===== config.mk =====
export PLATFORM = sky130hd
export DESIGN_NAME = flow_class_buffer_admission_core
export DESIGN_NICKNAME = d
export VERILOG_FILES = /design/src/sv/fcba_pkg.sv /design/src/sv/fcba_front.sv /design/src/sv/fcba_back.sv /design/src/sv/flow_class_buffer_admission_core.sv
export SDC_FILE = /design/constraint.sdc
export NUM_CORES = 1
export LEC_CHECK = 0
export CORE_ASPECT_RATIO = 0.9
export CORE_MARGIN = 2
export CORE_UTILIZATION = 55
export CTS_CLUSTER_SIZE = 12
export DETAILED_ROUTE_END_ITERATION = 10
export DONT_BUFFER_PORTS = 1
export GPL_TIMING_DRIVEN = 0
export PLACE_DENSITY = 0.67
export SLEW_MARGIN = 20
export SYNTH_ARGS = -nofsm -noshare
export SYNTH_HDL_FRONTEND = slang
export SYNTH_SLANG_ARGS = --single-unit
export TNS_END_PERCENT = 10

===== constraint.sdc =====
create_clock -name aclk -period 10.15 [get_ports aclk]
set_input_delay 1.5225 -clock aclk [delete_from_list [all_inputs] [get_ports aclk]]
set_output_delay 1.5225 -clock aclk [all_outputs]
set_load 0.03 [all_outputs]

===== src/sv/fcba_pkg.sv =====
// Shared types and constants of the buffer admission core.
`default_nettype none
package fcba_pkg;

    localparam int SIZE_W    = 16;
    localparam int ID_W      = 16;
    localparam int LIM_W     = 16;
    localparam int REG_W     = 24;
    localparam int OUT_W     = 24;
    localparam int CFG_IDX_W = 3;

    localparam logic [REG_W-1:0] BUFFER_BYTES_RST   = 24'd262144;
    localparam logic [REG_W-1:0] INIT_THRESHOLD_RST = 24'd262144;
    localparam logic [LIM_W-1:0] SMALL_LIMIT_RST    = 16'd500;
    localparam logic [LIM_W-1:0] LONG_ID_LIMIT_RST  = 16'd15;
    localparam logic [REG_W-1:0] FLOOR_RST          = 24'd30720;

    typedef enum logic [2:0] {
        VERDICT_SMALL        = 3'd0,
        VERDICT_ADMITTED     = 3'd1,
        VERDICT_DROP_FULL    = 3'd2,
        VERDICT_DROP_LONG    = 3'd3,
        VERDICT_DEPARTED     = 3'd4,
        VERDICT_DEPART_SMALL = 3'd5
    } verdict_t;

    typedef enum logic [CFG_IDX_W-1:0] {
        REG_BUFFER_BYTES   = 3'd0,
        REG_INIT_THRESHOLD = 3'd1,
        REG_SMALL_LIMIT    = 3'd2,
        REG_LONG_ID_LIMIT  = 3'd3,
        REG_FLOOR          = 3'd4
    } cfg_reg_t;

    typedef struct packed {
        logic              depart;
        logic              is_small;
        logic              is_long;
        logic [SIZE_W-1:0] size;
    } cmd_t;

    typedef struct packed {
        logic [REG_W-1:0] buffer_bytes;
        logic [REG_W-1:0] threshold_floor;
    } acct_cfg_t;

endpackage
`default_nettype wire


===== src/sv/fcba_front.sv =====
// Front end: accept and classify items, queue them for the accounting stage.
`default_nettype none
module fcba_front (
    input  wire logic                        aclk,
    input  wire logic                        aresetn,
    input  wire logic                        in_valid,
    output logic                             in_ready,
    input  wire logic                        command,
    input  wire logic [fcba_pkg::SIZE_W-1:0] pkt_size,
    input  wire logic [fcba_pkg::ID_W-1:0]   flow_id,
    input  wire logic [fcba_pkg::LIM_W-1:0]  small_limit,
    input  wire logic [fcba_pkg::LIM_W-1:0]  long_id_limit,
    output logic                             cmd_valid,
    input  wire logic                        cmd_ready,
    output fcba_pkg::cmd_t                   cmd
);

    fcba_pkg::cmd_t mem_reg [2];
    logic           wr_ptr_reg, wr_ptr_next;
    logic           rd_ptr_reg, rd_ptr_next;
    logic [1:0]     count_reg, count_next;
    fcba_pkg::cmd_t class_cmd;
    logic           push, pop;

    always_comb begin
        class_cmd.depart   = command;
        class_cmd.is_small = (pkt_size < small_limit);
        class_cmd.is_long  = (flow_id < long_id_limit);
        class_cmd.size     = pkt_size;
    end

    assign in_ready  = (count_reg != 2'd2);
    assign cmd_valid = (count_reg != 2'd0);
    assign cmd       = mem_reg[rd_ptr_reg];
    assign push      = in_valid && in_ready;
    assign pop       = cmd_valid && cmd_ready;

    always_comb begin
        wr_ptr_next = push ? ~wr_ptr_reg : wr_ptr_reg;
        rd_ptr_next = pop ? ~rd_ptr_reg : rd_ptr_reg;
        count_next  = count_reg + {1'b0, push} - {1'b0, pop};
    end

    always_ff @(posedge aclk) begin
        if (!aresetn) begin
            wr_ptr_reg <= 1'b0;
            rd_ptr_reg <= 1'b0;
            count_reg  <= 2'd0;
        end else begin
            wr_ptr_reg <= wr_ptr_next;
            rd_ptr_reg <= rd_ptr_next;
            count_reg  <= count_next;
        end
    end

    always_ff @(posedge aclk) begin
        if (push) begin
            mem_reg[wr_ptr_reg] <= class_cmd;
        end
    end

endmodule
`default_nettype wire


===== src/sv/fcba_back.sv =====
// Back end: byte accounting, admission decision and output register.
`default_nettype none
module fcba_back #(
    parameter int W = 24
) (
    input  wire logic                       aclk,
    input  wire logic                       aresetn,
    input  wire logic                       cmd_valid,
    output logic                            cmd_ready,
    input  wire fcba_pkg::cmd_t             cmd,
    input  wire fcba_pkg::acct_cfg_t        cfg,
    output logic                            out_valid,
    input  wire logic                       out_ready,
    output fcba_pkg::verdict_t              verdict,
    output logic [fcba_pkg::OUT_W-1:0]      used_total,
    output logic [fcba_pkg::OUT_W-1:0]      used_long,
    output logic [fcba_pkg::OUT_W-1:0]      used_short,
    output logic [fcba_pkg::OUT_W-1:0]      long_threshold
);

    localparam int XW = ((W > fcba_pkg::REG_W) ? W : fcba_pkg::REG_W) + 1;
    localparam logic [XW-1:0] CNT_MAX_X = {{(XW-W){1'b0}}, {W{1'b1}}};
    localparam logic [XW-1:0] INIT_X    = XW'(fcba_pkg::INIT_THRESHOLD_RST);
    localparam logic [W-1:0]  LL_RST    =
        (INIT_X > CNT_MAX_X) ? CNT_MAX_X[W-1:0] : INIT_X[W-1:0];

    function automatic logic [W-1:0] sat_w(input logic [XW-1:0] v);
        sat_w = (v > CNT_MAX_X) ? CNT_MAX_X[W-1:0] : v[W-1:0];
    endfunction

    function automatic logic [XW-1:0] sub_sat(input logic [XW-1:0] a,
                                              input logic [XW-1:0] b);
        sub_sat = (a > b) ? (a - b) : '0;
    endfunction

    function automatic logic [fcba_pkg::OUT_W-1:0] to_out(input logic [W-1:0] v);
        logic [XW-1:0] t;
        t      = XW'(v);
        to_out = t[fcba_pkg::OUT_W-1:0];
    endfunction

    logic [W-1:0]       total_reg, total_next;
    logic [W-1:0]       long_reg, long_next;
    logic [W-1:0]       short_reg, short_next;
    logic [W-1:0]       limit_reg, limit_next;
    logic               valid_reg;
    fcba_pkg::verdict_t verdict_reg, verdict_next;
    logic [fcba_pkg::OUT_W-1:0] tot_out_reg, long_out_reg, short_out_reg, lim_out_reg;

    logic [XW-1:0] tot_x, lu_x, su_x, ll_x, size_x, buf_x, floor_x;
    logic [XW-1:0] sum_t, sum_l, sum_s, tn_x, room_x;
    logic [W-1:0]  tot_add;
    logic          pop;

    assign cmd_ready = !valid_reg || out_ready;
    assign pop       = cmd_valid && cmd_ready;

    always_comb begin
        tot_x   = XW'(total_reg);
        lu_x    = XW'(long_reg);
        su_x    = XW'(short_reg);
        ll_x    = XW'(limit_reg);
        size_x  = XW'(cmd.size);
        buf_x   = XW'(cfg.buffer_bytes);
        floor_x = XW'(cfg.threshold_floor);
        sum_t   = tot_x + size_x;
        sum_l   = lu_x + size_x;
        sum_s   = su_x + size_x;
        tot_add = sat_w(sum_t);
        tn_x    = XW'(tot_add);
        room_x  = sub_sat(buf_x, tn_x);
        if (room_x <= floor_x) begin
            room_x = floor_x;
        end

        total_next   = total_reg;
        long_next    = long_reg;
        short_next   = short_reg;
        limit_next   = limit_reg;
        verdict_next = fcba_pkg::VERDICT_SMALL;

        if (!cmd.depart) begin
            if (cmd.is_small) begin
                verdict_next = fcba_pkg::VERDICT_SMALL;
            end else if (!(buf_x > sum_t)) begin
                verdict_next = fcba_pkg::VERDICT_DROP_FULL;
            end else if (cmd.is_long && (sum_l > ll_x)) begin
                verdict_next = fcba_pkg::VERDICT_DROP_LONG;
            end else begin
                verdict_next = fcba_pkg::VERDICT_ADMITTED;
                total_next   = tot_add;
                limit_next   = sat_w(room_x);
                if (cmd.is_long) begin
                    long_next = sat_w(sum_l);
                end else begin
                    short_next = sat_w(sum_s);
                end
            end
        end else begin
            if (cmd.is_small) begin
                verdict_next = fcba_pkg::VERDICT_DEPART_SMALL;
            end else begin
                verdict_next = fcba_pkg::VERDICT_DEPARTED;
                total_next   = W'(sub_sat(tot_x, size_x));
                if (cmd.is_long) begin
                    long_next = W'(sub_sat(lu_x, size_x));
                end else begin
                    short_next = W'(sub_sat(su_x, size_x));
                end
            end
        end
    end

    always_ff @(posedge aclk) begin
        if (!aresetn) begin
            total_reg <= '0;
            long_reg  <= '0;
            short_reg <= '0;
            limit_reg <= LL_RST;
            valid_reg <= 1'b0;
        end else begin
            if (pop) begin
                total_reg <= total_next;
                long_reg  <= long_next;
                short_reg <= short_next;
                limit_reg <= limit_next;
                valid_reg <= 1'b1;
            end else if (out_ready) begin
                valid_reg <= 1'b0;
            end
        end
    end

    always_ff @(posedge aclk) begin
        if (pop) begin
            verdict_reg   <= verdict_next;
            tot_out_reg   <= to_out(total_next);
            long_out_reg  <= to_out(long_next);
            short_out_reg <= to_out(short_next);
            lim_out_reg   <= to_out(limit_next);
        end
    end

    assign out_valid      = valid_reg;
    assign verdict        = verdict_reg;
    assign used_total     = tot_out_reg;
    assign used_long      = long_out_reg;
    assign used_short     = short_out_reg;
    assign long_threshold = lim_out_reg;

endmodule
`default_nettype wire


===== src/sv/flow_class_buffer_admission_core.sv =====
// Top level of the two-class shared-buffer admission core.
//
//  channel  direction  handshake            payload
//  s_       in         s_tvalid / s_tready  s_tdata {flow_id, pkt_size}, s_tuser command
//  m_       out        m_tvalid / m_tready  m_tdata {long_threshold .. used_total},
//                                           m_tuser verdict
//  cfg_     in         cfg_valid/cfg_ready  cfg_index, cfg_data
//
// One item per cycle sustained while m_tready is high; an s_ transfer reaches m_tvalid
// through the two-entry queue, then the accounting update and output register.
// aresetn is synchronous: counters clear, threshold loads its reset value.
// A stalled m_ side fills the queue, then drops s_tready; cfg_ready is always high.
`default_nettype none
module flow_class_buffer_admission_core #(
    parameter int BYTE_COUNT_BITS = 24
) (
    input  wire logic                            aclk,
    input  wire logic                            aresetn,
    input  wire logic                            s_tvalid,
    output logic                                 s_tready,
    input  wire logic [31:0]                     s_tdata,   // pkt_size, flow_id
    input  wire logic                            s_tuser,   // command
    output logic                                 m_tvalid,
    input  wire logic                            m_tready,
    output logic [95:0]                          m_tdata,   // used_total, used_long,
                                                            // used_short, long_threshold
    output logic [2:0]                           m_tuser,   // verdict
    input  wire logic                            cfg_valid,
    output logic                                 cfg_ready,
    input  wire logic [fcba_pkg::CFG_IDX_W-1:0]  cfg_index,
    input  wire logic [fcba_pkg::REG_W-1:0]      cfg_data
);

    logic [fcba_pkg::REG_W-1:0] buffer_reg;
    logic [fcba_pkg::LIM_W-1:0] small_reg;
    logic [fcba_pkg::LIM_W-1:0] long_id_reg;
    logic [fcba_pkg::REG_W-1:0] floor_reg;

    fcba_pkg::cmd_t      cmd;
    logic                cmd_valid, cmd_ready;
    fcba_pkg::acct_cfg_t acct_cfg;
    fcba_pkg::verdict_t  verdict;
    logic [fcba_pkg::OUT_W-1:0] used_total, used_long, used_short, long_threshold;

    assign cfg_ready = 1'b1;

    always_ff @(posedge aclk) begin
        if (!aresetn) begin
            buffer_reg  <= fcba_pkg::BUFFER_BYTES_RST;
            small_reg   <= fcba_pkg::SMALL_LIMIT_RST;
            long_id_reg <= fcba_pkg::LONG_ID_LIMIT_RST;
            floor_reg   <= fcba_pkg::FLOOR_RST;
        end else if (cfg_valid && cfg_ready) begin
            case (cfg_index)
                fcba_pkg::REG_BUFFER_BYTES:   buffer_reg  <= cfg_data;
                fcba_pkg::REG_INIT_THRESHOLD: ;
                fcba_pkg::REG_SMALL_LIMIT:    small_reg   <= cfg_data[fcba_pkg::LIM_W-1:0];
                fcba_pkg::REG_LONG_ID_LIMIT:  long_id_reg <= cfg_data[fcba_pkg::LIM_W-1:0];
                fcba_pkg::REG_FLOOR:          floor_reg   <= cfg_data;
                default: ;
            endcase
        end
    end

    assign acct_cfg.buffer_bytes    = buffer_reg;
    assign acct_cfg.threshold_floor = floor_reg;

    fcba_front u_front (
        .aclk          (aclk),
        .aresetn       (aresetn),
        .in_valid      (s_tvalid),
        .in_ready      (s_tready),
        .command       (s_tuser),
        .pkt_size      (s_tdata[15:0]),
        .flow_id       (s_tdata[31:16]),
        .small_limit   (small_reg),
        .long_id_limit (long_id_reg),
        .cmd_valid     (cmd_valid),
        .cmd_ready     (cmd_ready),
        .cmd           (cmd)
    );

    fcba_back #(
        .W (BYTE_COUNT_BITS)
    ) u_back (
        .aclk           (aclk),
        .aresetn        (aresetn),
        .cmd_valid      (cmd_valid),
        .cmd_ready      (cmd_ready),
        .cmd            (cmd),
        .cfg            (acct_cfg),
        .out_valid      (m_tvalid),
        .out_ready      (m_tready),
        .verdict        (verdict),
        .used_total     (used_total),
        .used_long      (used_long),
        .used_short     (used_short),
        .long_threshold (long_threshold)
    );

    assign m_tuser = verdict;
    assign m_tdata = {long_threshold, used_short, used_long, used_total};

endmodule
`default_nettype wire


* After elaboration in Yosys (flattened, before gate mapping)
Memory sizes are Yosys's and may differ from the RTL's. A register that Yosys moved wholly into a read port is not among the register bits.
Index checks and enable logic that the tools add are counted.
** Word-level totals
- Bits in registers :: 280
- Bits in writable memories :: 38
- Bits of input ports :: 65
- Output and inout bits :: 102
- Word-level logic and storage cells :: 101
- Memories kept :: 1
** Operators by class
- Add/subtract/negate cells :: 9
- $lt $le $gt $ge :: 13
- Equality and inequality tests :: 4
- Mux-type cells :: 43
- Bitwise logic cells :: 2
- Reduce and logical (&&, ||, !) cells :: 12
** Memory list
- u_front.mem_reg :: depth 2, bits a word 19, read ports 1, clocked after memory_dff 1, wr ports 1, RTL line fcba_front.sv:18 : fcba_pkg::cmd_t mem_reg [2];
** Operators by type and width (number)
- 24-bit 2-to-1 mux :: 30
- 25-bit by 24-bit > comparator with 1-bit output (second input constant) :: 4
- 24-bit by 16-bit adder with 25-bit output :: 3
- 24-bit by 16-bit > comparator with 1-bit output :: 3
- 24-bit by 16-bit subtractor with 24-bit output :: 3
- 25-bit 2-to-1 mux :: 2
- 16-bit < comparator :: 2
- 24-bit by 25-bit > comparator with 1-bit output :: 1
- 25-bit by 24-bit > comparator with 1-bit output :: 1
- 25-bit by 24-bit less-or-equal comparator with 1-bit output :: 1
- 24-bit by 24-bit subtractor with 25-bit output :: 1
- 24-bit > comparator :: 1
- 3-bit 2-to-1 mux :: 3
- 2-bit AND reduction :: 4
- 1-bit 2-to-1 mux :: 7
- 3-bit by 2-bit == test with 1-bit output (second input constant) :: 2
- 2-bit nonzero test :: 2
- 3-bit == test (second input constant) :: 1
- 1-bit logical AND :: 3
- 3-bit logical NOT :: 1
- 2-bit by 1-bit adder with 2-bit output :: 1
- 2-bit 2-to-1 mux :: 1
- 2-bit inequality test (second input constant) :: 1
- 1-bit inverter :: 2
- other kinds (3) :: 3

* Depth between registers and ports, before layout
- Depth after elaboration :: 13
- Mapped depth :: 42
- Gate-level depth less buffers :: 36

* Hierarchy
Synthesis repeated with hierarchy kept, for this count alone.
** Unflattened totals
- Cell total of the unflattened synthesis :: 2765
- Area, all modules :: 23916.7 µm²
** Modules (own cells, without submodules)
- fcba_back :: times used 1, cells an instance 2268, area an instance 18390.1 µm², sequential area each 4914.7 µm²
- flow_class_buffer_admission_core :: times used 1, cells an instance 308, area an instance 3181.8 µm², sequential area each 1601.5 µm²
- fcba_front :: times used 1, cells an instance 189, area an instance 2344.7 µm², sequential area each 1241.2 µm²

* Worst setup path before layout
Ideal clock, no wire load.
- Path type :: reg-to-reg
- From :: register (tool-made name)
- To :: register u_back.lim_out_reg, in the netlist u_back.long_threshold[23] (data pin)
- Library setup time :: 0.148 ns
- Arrival :: 8.165 ns
- Required time :: 10.002 ns
- Slack :: 1.837 ns
- Cell stages (with the launch flop) :: 38
- Path buffers :: 8
- Period minus slack after synthesis :: 8.313 ns
- Cells stage by stage :: dfxtp_1 > buf_1 > clkbuf_1 > mux2i_1 > ha_1 > buf_2 > inv_1 > a21oi_1 > a211oi_1 > o21a_1 > or3_1 > and3_1 > clkbuf_1 > nor2b_1 > ha_1 > a21o_1 > a21o_1 > a21oi_1 > (+2 left out) > a311oi_1 > o31a_1 > o31a_1 > buf_6 > clkbuf_1 > buf_1 > nor2_1 > ha_1 > nand4_1 > nor4_1 > a21oi_1 > o21ai_0 > nand2_1 > nand3_1 > clkbuf_1 > nand2_1 > o21ai_1 > a2bb2oi_1
** RTL lines
- end signal: assignment :: RTL line fcba_back.sv:140 : lim_out_reg <= to_out(limit_next);
- end: declaration :: RTL line fcba_back.sv:48 : logic [fcba_pkg::OUT_W-1:0] tot_out_reg, long_out_reg, short_out_reg, lim_out_reg;

==> results list <==
- The run finished with clean final reports.
- Minimum clock period after layout: 9.632 ns
- The max-slew violation count was 0.
* Hold violation total from the final report: 0
- The mapped netlist covers 22870 um^2.
- By area the synthesized netlist is led by sky130_fd_sc_hd__edfxtp_1 (18%), sky130_fd_sc_hd__dfxtp_1 (16%), sky130_fd_sc_hd__ha_1 (12%).
- Die Ht: 197.5 um
- Relative slew slack: 0.1537
- The slowest stage of the critical path belongs to the cell sky130_fd_sc_hd__mux2i_2.
- The register with the most flip-flops in the layout has 38 of them.
- During synthesis, Yosys emitted a total of 0 warnings.
- Buffers placed on the I/O ports in this run total 0.
* Number of standard-cell rows in the floorplan: 70
* Number of buffers created by CTS: 37
- The first detailed-routing pass ran for 8 iterations.
- In the final layout, flip-flops and latches occupy 7757 um^2.
* Last weighted congestion value of the routability-driven placer: 1.004
- Counting flops with an async set or reset pin after synthesis yields a share of 0.
- Drt initial violations: 2868
- STA classifies the critical path startpoint as a flip-flop.
- Maximum clock frequency: 0.1038 GHz
* Post-DR wirelength/cell: 25.37 um
- Cell count after synthesis: 2740
- Top-level port count: 167
- Starting utilization of the core area: 0.5605
* Most frequent cells after synthesis: sky130_fd_sc_hd__a21oi_1 (283), sky130_fd_sc_hd__nand2_1 (283), sky130_fd_sc_hd__nor2_1 (247), sky130_fd_sc_hd__ha_1 (220), sky130_fd_sc_hd__inv_1 (187)
- On the final layout, the worst clock skew is 0.03811 ns.
- After the last flow step, the layout net total stands at 3075.
- In the final layout, the share of cells above drive strength 1 is 0.05832.
- Post-synth top area share: 0.1798
* CTS root buf: sky130_fd_sc_hd__clkbuf_16
* Worst hold slack across all endpoints: 0.4537 ns
* Most used flip-flop cell after synthesis: sky130_fd_sc_hd__dfxtp_1
* Die W: 219.0 um
- HPWL after DPL: 65160 um
- The share of the Yosys chip area taken by registers is 0.3391.
- Longest individual stage delay on the worst path: 0.58 ns
- Final Setup Violations: 0
- Core area: 40810 um^2
- In this run the worst path has a maximum fanout of 10.
* Max_cap viols: 0
- In the final layout, the multi-input gates occupy 13910 um^2.
- Kind of end point of the critical path: flip-flop
- Data on the critical path arrives at its endpoint at 10.04 ns.
- Clock Latency Late Sink: 0.59 ns
- The number of global-route vias before repair came to 20540.
- Total global routing overflow: 0
* Total wire length: 85110 um
* Number of nets produced by synthesis: 3032
* H-Tree Depth: 2
- First-pass GRT wire length: 126400 um
- In this run the deepest clock path goes through 3 buffers.
* Average footprint of a synthesized cell: 8.348 um^2
- Clock transition at the registers of the reported paths: 0.06 ns
* Die area: 43240 um^2
* Maximum number of pins on one net before global-route repair: 59
- Clock tree sinks: 319
- The routed layout has 21850 vias.
- Unrepaired setup endpoints after global routing: no
- DRC Markers: 0
- Fill cells in the final layout number 3697.
* Initial antenna violation count: 1
- Count of flip-flops with a built-in enable after synthesis: 137
- Worst Setup Path Type: reg2reg
* Crit path required time: 10.55 ns
* TritonCTS clock tree: built
* Measured slew at the worst slew-check pin: 1.234 ns
* #FFs+latches synth: 319
- Dividing the final minimum period by the clock period gives 0.9489.
* Most area-hungry cell type in the Yosys netlist: sky130_fd_sc_hd__edfxtp_1
* Via count normalized by instance count: 6.513
* Cts-stage hold buffer count: 0
- Post-route ant nets: 0
- The worst hold path belongs to the class reg2reg.
* Total Routing Usage GR: 0.3905
* Unique cell type count in the Yosys netlist: 93
- Syn-to-layout area delta: 9.343%
==> critical path, delay by kind of cell (launching register included) <==
family                   cells  cell delay [ns]
AND/OR/NAND/NOR             11             2.29
buffers and inverters        7             1.75
AO/OA/AOI/OAI               16             3.44
multiplexers                 1             0.58
flip-flops                   1             0.36
adder cells (fa/ha/maj)      3             1.00
==> path summary, 6_finish.rpt <==
kind	from	end	slack, ns	depth (start not counted)
worst max register to register	flip-flop	u_back.long_threshold[23]	0.52	38
worst min-delay path	long_id_reg[10]	long_id_reg[10]	0.45	2
worst min register to register	long_id_reg[10]	long_id_reg[10]	0.45	2
worst max-delay path	flip-flop	u_back.long_threshold[23]	0.52	38
==> repair_timing <==
action                                  CTS  global route
setup buffers                             1             0
pin swaps                                 1             0
endpoints found under the setup margin   48            44
gates resized for setup                  27            17
gates cloned                              0             0
==> cells in the final DEF (no fill, tap or decap), types with 11 or more instances in the layout <==
cell,synthesis,routed
sky130_fd_sc_hd__edfxtp_1,137,137
sky130_fd_sc_hd__a2bb2oi_1,15,15
sky130_fd_sc_hd__a22oi_1,12,12
sky130_fd_sc_hd__nor2b_1,36,36
sky130_fd_sc_hd__o221ai_1,11,11
sky130_fd_sc_hd__nor2_1,247,246
sky130_fd_sc_hd__ha_1,220,220
sky130_fd_sc_hd__o22ai_1,11,11
sky130_fd_sc_hd__xor2_1,27,27
sky130_fd_sc_hd__xnor2_1,92,92
sky130_fd_sc_hd__o31ai_1,23,20
sky130_fd_sc_hd__nor4_1,18,18
sky130_fd_sc_hd__nand2_1,283,282
sky130_fd_sc_hd__a21oi_1,283,283
sky130_fd_sc_hd__o221a_2,14,14
sky130_fd_sc_hd__a31oi_1,24,24
sky130_fd_sc_hd__a21o_1,75,75
sky130_fd_sc_hd__o21a_1,18,18
sky130_fd_sc_hd__nand4_1,44,44
sky130_fd_sc_hd__and3_1,16,16
sky130_fd_sc_hd__clkbuf_1,132,135
sky130_fd_sc_hd__and2_1,23,23
sky130_fd_sc_hd__buf_2,18,19
sky130_fd_sc_hd__o21bai_1,24,24
sky130_fd_sc_hd__nand2b_1,30,30
sky130_fd_sc_hd__dfxtp_1,182,182
sky130_fd_sc_hd__o21ai_0,125,123
sky130_fd_sc_hd__nor3_1,67,67
sky130_fd_sc_hd__clkbuf_16,0,38
sky130_fd_sc_hd__inv_1,187,187
sky130_fd_sc_hd__mux2i_4,0,11
sky130_fd_sc_hd__a22o_1,13,13
sky130_fd_sc_hd__nand3_1,48,48
sky130_fd_sc_hd__a211oi_1,22,22
sky130_fd_sc_hd__a221o_1,18,18
sky130_fd_sc_hd__o211ai_1,32,32
==> routing by layer <==
layer | wire length, um | vias to the layer above | track usage
met5 | 0 | - | 0
met4 | 3412 | 0 | 0.1532
met3 | 10510 | 222 | 0.1142
met2 | 35640 | 1274 | 0.5749
met1 | 35550 | 10390 | 0.5377
li1 | - | 9955 | -
==> per-stage QoR <==
step / TNS, ns / cells / area (um^2) / utilization / setup slack, ns
4_1_cts: 0 / 3352 / 24970 / 0.6118 / 0.1558
2_1_floorplan: 0 / 2740 / 22870 / - / 1.837
5_1_grt: 0 / 3352 / 25010 / 0.6127 / 0.04713
3_5_place_dp: -46.98 / 3283 / 23630 / 0.5790 / -1.285
3_3_place_gp: -45.82 / 3280 / 23550 / 0.5770 / -1.215
6_report: 0 / 3354 / 25010 / 0.6128 / 0.5185
==> layout make-up <==
class | instances | share of cell area
Clock buffer | 54 | 0.04242
Tap cell | 540 | 0.02701
Antenna cell | 2 | 0.0002001
Timing Repair Buffer | 4 | 0.002801
Multi-Input combinational cell | 2068 | 0.5561
Clock inverter | 14 | 0.005203
Sequential cell | 319 | 0.3102
Inverter | 192 | 0.02881
Buffer | 161 | 0.02731
==> logic make-up (layout without fill, tap and decap cells) <==
group,Yosys count,in the layout,synth area share
AND/OR/NAND/NOR,867,867,0.1767
AO/OA/AOI/OAI,825,825,0.2389
buffers and inverters,353,425,0.06022
flip-flops,319,319,0.3391
adder cells (fa/ha/maj),230,230,0.1278
XOR/XNOR,119,119,0.04556
multiplexers,26,26,0.01154
other,1,3,0.0001639
Power is not shown: default switching activity piles up to over one toggle a cycle in this logic, so the estimate is an artifact.
